## config.mk

```make
export PLATFORM = sky130hd
export DESIGN_NAME = binary_search_table
export DESIGN_NICKNAME = d
export VERILOG_FILES = /design/src/rtl/core/bst_pkg.sv /design/src/rtl/core/bst_ram.sv /design/src/rtl/core/binary_search_table.sv
export SDC_FILE = /design/constraint.sdc
export NUM_CORES = 1
export LEC_CHECK = 0
export ABC_CLOCK_PERIOD_IN_PS = 8200
export BUFFER_PORTS_ARGS = -buffer_cell sky130_fd_sc_hd__buf_4
export CORE_UTILIZATION = 55
export CTS_CLUSTER_SIZE = 30
export DETAILED_ROUTE_END_ITERATION = 16
export HOLD_SLACK_MARGIN = 0.03
export PLACE_DENSITY_LB_ADDON = 0.3
export SYNTH_ARGS = -nofsm -noshare
export SYNTH_HDL_FRONTEND = slang
export SYNTH_SLANG_ARGS = --single-unit
```

## constraint.sdc

```tcl
create_clock -name aclk -period 8.2 [get_ports aclk]
set_input_delay 0.82 -clock aclk [delete_from_list [all_inputs] [get_ports aclk]]
set_output_delay 0.82 -clock aclk [all_outputs]
set_load 0.02 [all_outputs]
```

## src/rtl/core/bst_pkg.sv

```systemverilog
package bst_pkg;

    localparam int TABLE_DEPTH_DEF = 16;

    localparam int INDEX_W  = 4;
    localparam int VALUE_W  = 32;
    localparam int BOUND_W  = INDEX_W + 1;

    localparam int S_DATA_W = 48;
    localparam int S_USER_W = 1;
    localparam int M_DATA_W = 8;
    localparam int M_USER_W = 1;

    localparam int IDX_LSB   = 0;
    localparam int VAL_LSB   = IDX_LSB + INDEX_W;
    localparam int LOW_LSB   = VAL_LSB + VALUE_W;
    localparam int HIGH_LSB  = LOW_LSB + INDEX_W;

    typedef enum logic {
        FUNC_WRITE  = 1'b0,
        FUNC_SEARCH = 1'b1
    } func_t;

endpackage

```

## src/rtl/core/bst_ram.sv

```systemverilog
module bst_ram #(
    parameter int WIDTH = 32,
    parameter int DEPTH = 16,
    localparam int AW = (DEPTH > 1) ? $clog2(DEPTH) : 1
) (
    input  logic             aclk,
    input  logic             wr_en,
    input  logic [AW-1:0]    wr_addr,
    input  logic [WIDTH-1:0] wr_data,
    input  logic             rd_en,
    input  logic [AW-1:0]    rd_addr,
    output logic [WIDTH-1:0] rd_data
);

    logic [WIDTH-1:0] mem [DEPTH];
    logic [WIDTH-1:0] rd_data_reg;

    always_ff @(posedge aclk) begin
        if (wr_en) begin
            mem[wr_addr] <= wr_data;
        end
        if (rd_en) begin
            rd_data_reg <= mem[rd_addr];
        end
    end

    assign rd_data = rd_data_reg;

endmodule

```

## src/rtl/core/binary_search_table.sv

```systemverilog
// Sorted-table search engine.
// Slave channel (s_*): one transfer per item. s_tuser selects the item kind:
// a write stores s_tdata's value at entry_index and returns nothing; a search
// looks for the value as a key between low_bound and high_bound, inclusive.
// Master channel (m_*): one transfer per search. m_tuser is the found flag,
// m_tdata carries the slot holding the key (zero when not found).
// A write goes into the table as it is accepted and leaves the engine idle.
// A search alternates a table read state and a compare state per midpoint probe
// (at most 5 probes for 16 entries) and registers its result from the compare
// state on a hit, or from the read state once the range is empty on a miss; no
// new item is taken while that loop runs through the single-port-read table RAM.
// s_tready is high whenever no search is in progress, including while an
// earlier result waits on m_tready; a search that finishes while the output
// register is still full holds until the receiver takes the earlier result.
// Reset clears the control state and drops m_tvalid; the table contents are
// kept and read as undefined until written.
module binary_search_table
    import bst_pkg::*;
#(
    parameter int TABLE_DEPTH = TABLE_DEPTH_DEF
) (
    input  logic                aclk,
    input  logic                aresetn,
    input  logic                s_tvalid,
    output logic                s_tready,
    // entry_index[3:0], value[35:4], low_bound[39:36], high_bound[43:40], zero
    input  logic [S_DATA_W-1:0] s_tdata,
    // func[0]
    input  logic [S_USER_W-1:0] s_tuser,
    output logic                m_tvalid,
    input  logic                m_tready,
    // found_index[3:0], zero
    output logic [M_DATA_W-1:0] m_tdata,
    // found[0]
    output logic [M_USER_W-1:0] m_tuser
);

    localparam int AW = (TABLE_DEPTH > 1) ? $clog2(TABLE_DEPTH) : 1;
    localparam int IW = (AW > INDEX_W) ? AW : INDEX_W;
    localparam logic [IW:0] DEPTH_W = (IW+1)'(TABLE_DEPTH);
    localparam logic [BOUND_W-1:0] HI_LIMIT =
        (TABLE_DEPTH < (1 << INDEX_W)) ? BOUND_W'(TABLE_DEPTH) : BOUND_W'(1 << INDEX_W);

    typedef enum logic [1:0] {
        ST_IDLE,
        ST_ISSUE,
        ST_COMPARE
    } state_t;

    state_t                     state_reg;
    logic [BOUND_W-1:0]         lo_reg;
    logic [BOUND_W-1:0]         hi_p1_reg;
    logic signed [VALUE_W-1:0]  key_reg;
    logic [INDEX_W-1:0]         mid_reg;
    logic                       m_tvalid_reg;
    logic                       found_reg;
    logic [INDEX_W-1:0]         found_index_reg;

    logic                       s_accept;
    func_t                      s_func;
    logic [INDEX_W-1:0]         s_entry_index;
    logic signed [VALUE_W-1:0]  s_value;
    logic [INDEX_W-1:0]         s_low_bound;
    logic [INDEX_W-1:0]         s_high_bound;
    logic [BOUND_W-1:0]         hi_p1_in;
    logic [BOUND_W-1:0]         hi_p1_clip;
    logic [IW-1:0]              wr_ext;
    logic                       wr_en;
    logic [BOUND_W-1:0]         probe_sum;
    logic [INDEX_W-1:0]         mid;
    logic [IW-1:0]              rd_ext;
    logic                       rd_en;
    logic [VALUE_W-1:0]         rd_data;
    logic signed [VALUE_W-1:0]  entry;
    logic                       range_open;
    logic                       out_free;
    logic                       result_load;

    assign s_func        = func_t'(s_tuser[0]);
    assign s_entry_index = s_tdata[IDX_LSB  +: INDEX_W];
    assign s_value       = s_tdata[VAL_LSB  +: VALUE_W];
    assign s_low_bound   = s_tdata[LOW_LSB  +: INDEX_W];
    assign s_high_bound  = s_tdata[HIGH_LSB +: INDEX_W];

    assign s_tready = (state_reg == ST_IDLE);
    assign s_accept = s_tvalid && s_tready;
    assign out_free = !m_tvalid_reg || m_tready;

    // clip the upper bound to the last slot; kept as bound+1
    assign hi_p1_in   = BOUND_W'(s_high_bound) + BOUND_W'(1);
    assign hi_p1_clip = (hi_p1_in > HI_LIMIT) ? HI_LIMIT : hi_p1_in;

    assign wr_ext = IW'(s_entry_index);
    assign wr_en  = s_accept && (s_func == FUNC_WRITE) && ({1'b0, wr_ext} < DEPTH_W);

    assign range_open = lo_reg < hi_p1_reg;
    assign probe_sum  = lo_reg + hi_p1_reg - BOUND_W'(1);
    assign mid        = probe_sum[INDEX_W:1];
    assign rd_ext     = IW'(mid);
    assign rd_en      = (state_reg == ST_ISSUE) && range_open;
    assign entry      = rd_data;

    assign result_load = out_free &&
                         (((state_reg == ST_ISSUE) && !range_open) ||
                          ((state_reg == ST_COMPARE) && (entry == key_reg)));

    bst_ram #(
        .WIDTH (VALUE_W),
        .DEPTH (TABLE_DEPTH)
    ) u_table (
        .aclk    (aclk),
        .wr_en   (wr_en),
        .wr_addr (wr_ext[AW-1:0]),
        .wr_data (s_value),
        .rd_en   (rd_en),
        .rd_addr (rd_ext[AW-1:0]),
        .rd_data (rd_data)
    );

    always_ff @(posedge aclk) begin
        if (!aresetn) begin
            state_reg    <= ST_IDLE;
            m_tvalid_reg <= 1'b0;
        end else begin
            if (result_load) begin
                m_tvalid_reg <= 1'b1;
            end else if (m_tready) begin
                m_tvalid_reg <= 1'b0;
            end
            case (state_reg)
                ST_IDLE: begin
                    if (s_accept && (s_func == FUNC_SEARCH)) begin
                        lo_reg    <= BOUND_W'(s_low_bound);
                        hi_p1_reg <= hi_p1_clip;
                        key_reg   <= s_value;
                        state_reg <= ST_ISSUE;
                    end
                end
                ST_ISSUE: begin
                    if (range_open) begin
                        mid_reg   <= mid;
                        state_reg <= ST_COMPARE;
                    end else if (out_free) begin
                        found_reg       <= 1'b0;
                        found_index_reg <= '0;
                        state_reg       <= ST_IDLE;
                    end
                end
                ST_COMPARE: begin
                    if (entry == key_reg) begin
                        if (out_free) begin
                            found_reg       <= 1'b1;
                            found_index_reg <= mid_reg;
                            state_reg       <= ST_IDLE;
                        end
                    end else if (entry > key_reg) begin
                        hi_p1_reg <= BOUND_W'(mid_reg);
                        state_reg <= ST_ISSUE;
                    end else begin
                        lo_reg    <= BOUND_W'(mid_reg) + BOUND_W'(1);
                        state_reg <= ST_ISSUE;
                    end
                end
                default: begin
                    state_reg <= ST_IDLE;
                end
            endcase
        end
    end

    assign m_tvalid = m_tvalid_reg;
    assign m_tdata  = M_DATA_W'(found_index_reg);
    assign m_tuser  = M_USER_W'(found_reg);

endmodule

```

* Word-level counts from Yosys, hierarchy flattened *
Memory sizes are Yosys's and may differ from the RTL's. A register that Yosys moved wholly into a read port is not among the register bits.
Cells that the tools add are included.

cells by class
  bitwise gates (word level) = 1
  equal/unequal tests = 11
  mux-type cells = 28
  add/subtract/negate cells = 4
  reduce and logical (&&, ||, !) cells = 20
  magnitude comparators = 3

operator list
  cell                 number
  $mux 5               7
  $eq 32x32->1         1
  $gt 32x32->1         1
  $pmux 5 s2           2
  $mux 4               4
  $add 4x1->5 const B  2
  $ne 2x2->1 const B   5
  $reduce_and 5->1     2
  $mux 1               8
  $mux 2               4
  $pmux 4 s2           1
  $logic_and 1x1->1    7
  $ne 2x1->1 const B   3
  $pmux 2 s3           1
  $reduce_and 3->1     2
  $reduce_and 6->1     1
  $reduce_bool 2->1    3
  $add 5x5->5          1
  $gt 5x5->1 const B   1
  $lt 5x5->1           1
  $sub 5x1->5 const B  1
  $eq 2x1->1 const B   1
  $eq 2x2->1 const B   1
  $logic_not 1->1      2
  4 further kinds      5

word-level totals
  logic and storage cells = 76
  bits of input ports = 53
  register bits after elaboration = 54
  memories = 1
  RAM bits = 512

memory list
  name         words  bits a word  read ports  clocked after Yosys merged registers in  wr ports  line           source
  u_table.mem  16     32           1           1                                        1         bst_ram.sv:15  logic [WIDTH-1:0] mem [DEPTH];

* Logic depth before layout (Yosys ltp) *
  depth in word-level cells = 6
  mapped depth = 11
  gate-level depth less buffers = 9

* Modules after synthesis *
A second synthesis with hierarchy kept.

unflattened totals
  cells, all modules = 1116
  area, all modules = 23292.3 µm²

by module, submodules not included
  module               times used  cells an instance  area an instance (µm²)
  bst_ram              1           838                20155.6
  binary_search_table  1           278                3136.8

* Least setup slack after synthesis *
Ideal clock, no wire load.

  path type = input to register
  start = input port s_tuser
  end = memory u_table.mem[0][0], enable pin
  arrival = 3.696 ns
  stages = 4
  setup slack = 4.043 ns
  buffers on the path = 0
  library setup time = 0.461 ns
  path through = nor4b_1 > nor2b_1 > nand2b_1 > nor3_1

on the way
  cells in the longest elaborated chain, start to end = 4

ends and longest elaborated chain
  item                          line                       source
  start, declared               binary_search_table.sv:29  input logic [S_USER_W-1:0] s_tuser,
  $not 1->1                     binary_search_table.sv:94  assign wr_en = s_accept && (s_func == FUNC_WRITE) && ({1'b0, wr_ext} < DEPTH_W);
  $logic_and 1x1->1             binary_search_table.sv:94
  $mux 1                        bst_ram.sv:19              if (wr_en) begin
  $mux 1 (not written as such)  bst_ram.sv:20              mem[wr_addr] <= wr_data;
  end, declared                 bst_ram.sv:15

Every way passes these cells.

* Worst setup path after layout *
  start = register lo_reg[1]
  end = register u_table.rd_data_reg[19] (netlist: u_table.rd_data[19]), read port of u_table.mem (data pin)

on the way
  cells in the longest elaborated chain, start to end = 2
  elaborated cells between the ends (all ways) = 4
  classes of those cells = 2 x add/sub; 1 x order compare; 1 x reduce/logical

ends and longest elaborated chain
  item                    line                        source
  start, declared         binary_search_table.sv:51   logic [BOUND_W-1:0] lo_reg;
  start signal, assigned  binary_search_table.sv:133  lo_reg <= BOUND_W'(s_low_bound);
  start signal, assigned  binary_search_table.sv:160  lo_reg <= BOUND_W'(mid_reg) + BOUND_W'(1);
  $add 5x5->5             binary_search_table.sv:97   assign probe_sum = lo_reg + hi_p1_reg - BOUND_W'(1);
  $sub 5x1->5             binary_search_table.sv:97
  net probe_sum[2]        binary_search_table.sv:69   logic [BOUND_W-1:0] probe_sum;
  end, declared           bst_ram.sv:16               logic [WIDTH-1:0] rd_data_reg;

The timed path passes the listed nets, and every way through them passes these cells.
A chain may end at the register's enable or synchronous reset.

==> out/results.tsv <==
stage	metric	value	unit
power_and_ir_drop	pwr/cell area	441	nW/µm²
timing	Setup TNS	0	ns
power_and_ir_drop	Flop pwr share	32.7	%
route	post-route antenna net violation count	0	
timing	Slew Limit Fails	0	
route	Via density	6.10	
timing	RSZ-0062 raised after global routing	false	
route	DRC viols	0	
layout	max reg flops	512	
layout	layout cells sized above 1	26.5	%
layout	Final nets	1325	
power_and_ir_drop	Cell Int Power	7710	µW
yosys	Mapped Cells	1136	
yosys	Synth area leaders	edfxtp_1 (75%), mux4_2 (12%), ha_1 (2.3%), mux2i_1 (1.4%), nor2b_1 (1.0%)	
placed_design	Final HPWL DP	23600	µm
cts	register clock-pin slew on the reported worst setup and hold paths	0.06	ns
global_route	GRT Overall Usage	21.6	%
setup_path	CP endpoint	u_table.rd_data[19]	
cts	CTS-repair resized insts	0	
setup_path	slowest CP cell	fa_4	
timing	Max-slew headroom	31.6	%
die	I/O pins	64	
die	Starting Density	56.2	%
layout	Layout area overhead	12.5	%
global_route	vias in the first global route	11300	
cts	clk sink count	598	
cts	Clk Latency, worst-skew pair	0.61	ns
cts	CTS buffer count	57	
power_and_ir_drop	Clk pwr share	21.9	%
cts	H-tree Lvls	2	
setup_path	Worst Setup SP	lo_reg[1]	
global_route	antenna violations before repair	3	
power_and_ir_drop	Pleak	0.00880	µW
timing	min Tclk post-route	4.16	ns
yosys	Netlist Area Pre-Place	23700	µm²
route	DRT iter0 DRCs	900	
setup_path	crit-path most repeated cell	inv_1	
layout	final core utilization	63.2	%
timing	Final Skew	0.0157	ns
cts	postcts setup bufs	0	
layout	Non-Filler Instances	1815	
setup_path	Worst R2R End	u_table.rd_data[19]	
route	drt wl/cell	25.2	µm
power_and_ir_drop	switching share of power	34.5	%
cts	CTS Hold Bufs	0	
setup_path	crit path max fanout	49	
die	chip width	210	µm
layout	sequential cell area	17900	µm²
route	Pre-antenna DRT Iters	7	
layout	Multi-input gate area	5460	µm²
die	DIE AREA	43900	µm²
placed_design	dpl cells	1707	
yosys	commonest cells in the netlist	edfxtp_1 (595), mux4_2 (128), a21oi_1 (46)	
layout	Fill cells	2883	
setup_path	WP data required	8.50	ns
setup_path	worst r2r path cells	10	
run_status	outcome	finished, final reports clean	
cts	Clock Tree Root	clkbuf_16	
setup_path	crit path cell chain	inv_1 -> ha_1 -> inv_1 -> ha_4 -> fa_4 -> buf_4 -> mux4_2 -> nor2b_1 -> a211oi_2 -> a21oi_1	
yosys	YS warnings	0	
setup_path	Setup crit start kind	register	
global_route	maximum number of pins on one net before global-route repair	66	
die	Site Rows	75	
yosys	Yosys top cell area share	75.3	%
timing	Fmax	240	MHz
placed_design	IO Port Bufs	55	
yosys	main flop type after synthesis	edfxtp_1	
timing	setup violators final	0	
setup_path	r2r startpoint	lo_reg[1]	
cts	clock tree from TritonCTS	built	
power_and_ir_drop	maximum vdd ir drop	640	µV
yosys	Yosys reg bits	598	
yosys	syn avg cell area	20.9	µm²
die	die height	210	µm
yosys	Yosys top cell by area	edfxtp_1	
power_and_ir_drop	Sw Pwr	4060	µW
timing	fin crit share	50.7	%
die	core region area	42200	µm²
setup_path	arrival time worst endpoint	4.46	ns
hold_path	HP Class	in -> reg	
power_and_ir_drop	logic gate share of total power	45.5	%
route	total wire length	45700	µm
global_route	global-route wire length before repair	69200	µm
setup_path	CP endpoint kind	register	
setup_path	WS Path Type	reg -> reg	
cts	Bufs on Longest Clock Path	3	
route	DR vias	11100	
layout	antenna cells	0	
yosys	Async SR Flop Fraction	0	%
global_route	grt ovf	0	
yosys	count leader, synth	edfxtp_1	
yosys	Cell variety after synth	50	
placed_design	GP Congestion	0.798	
timing	Final Hold Vio Count	0	
power_and_ir_drop	Tot Pwr	11800	µW
setup_path	R2R setup slack	4.04	ns
yosys	EDFF count, synth	595	
setup_path	slowest stage delay, CP	1.30	ns
yosys	sequential element share of the synthesized area	75.6	%
flow_run	Max-cap violations	0	
timing	worst-margin pin slew	1.03	ns
==> how the worst min path moves through the flow <==
stage	from	slack [ns]	cells past startpoint	endpoint
after floorplan	state_reg[1]	0.53	1	state_reg[0]
after CTS	aresetn	0.42	2	m_tvalid
after global routing	aresetn	0.43	2	m_tvalid
final	aresetn	0.45	2	m_tvalid
after global placement	state_reg[1]	0.57	1	state_reg[0]
after detailed placement	state_reg[1]	0.59	1	state_reg[0]
==> cell usage in the layout (no fill, tap or decap), types with 3 or more instances in the layout <==
cell type   count
and3_1          3
nand2b_1        5
a211oi_2       18
nor2_1          7
clkinv_1       16
inv_6           3
a211oi_1       18
xnor2_1         3
conb_1          4
mux4_2        128
a21oi_1        46
and2_1          6
nand2_1        16
edfxtp_1      595
clkinv_2       15
nand4_1         5
dfxtp_1         3
bufinv_16       6
nor3_2          4
clkinvlp_4      3
clkbuf_1        7
clkbuf_16      57
inv_1          45
o21ai_0         6
ha_1           43
mux2i_1        32
nor2_4         13
nor2b_1        37
nand3_1         8
nor3_1          3
a21o_1          6
buf_4          81
==> power groups by stage <==
stage | Combinational (µW) | Sequential [µW] | Clock, µW
after floorplan | 4330 | 3890 | 0
after global placement | 5320 | 3900 | 0
after detailed placement | 5390 | 3910 | 0
after CTS | 5440 | 3850 | 2620
after global routing | 5810 | 3860 | 2730
final | 5350 | 3840 | 2570
==> cell type report <==
| type | instances | area share (%) |
|---|---|---|
| clock buffer | 64 | 5.45 |
| clock inverter | 44 | 1.44 |
| inverter | 45 | 0.633 |
| multi-input combinational | 444 | 20.5 |
| sequential | 598 | 67.2 |
| tap | 539 | 2.53 |
| timing repair buffer | 81 | 2.28 |
==> kinds of logic after synthesis <==
logic type,share of synthesized area (%)
flops,75.6
mux,13.5
simple gates,2.75
compound gates,3.33
buf+inv,2.10
fa+ha+maj,2.41
xor+xnor,0.290
other cells,0.0158
==> metal layers <==
metal | GRT usage, % | up-vias | part of all wire (%)
li1 | - | 4823 | -
met1 | 29.4 | 5818 | 42
met2 | 35.6 | 337 | 50
met3 | 4.29 | 85 | 5.8
met4 | 6.24 | 4 | 2.3
met5 | 0 | - | 0.061
==> per-stage QoR <==
step                      hold slack, ns  worst slack [ns]  cell area, µm²
final                              0.447              4.04           26700
after floorplan                    0.531              4.04           23700
after global routing               0.434              3.81           26700
after detailed placement           0.594              4.02           24800
after global placement             0.573              4.07           24800
after CTS                          0.421              4.00           26700
==> worst max-delay path, delay by kind of cell (launching register included) <==
kind	cells	cell delay, ns
adders and majority gates	3	1.74
buffers and inverters	3	0.83
muxes	1	0.40
DFF	1	0.35
AOI/OAI and AO/OA	2	0.32
and+or+nand+nor	1	0.16
Note: power is estimated with default switching activity, not from simulation.
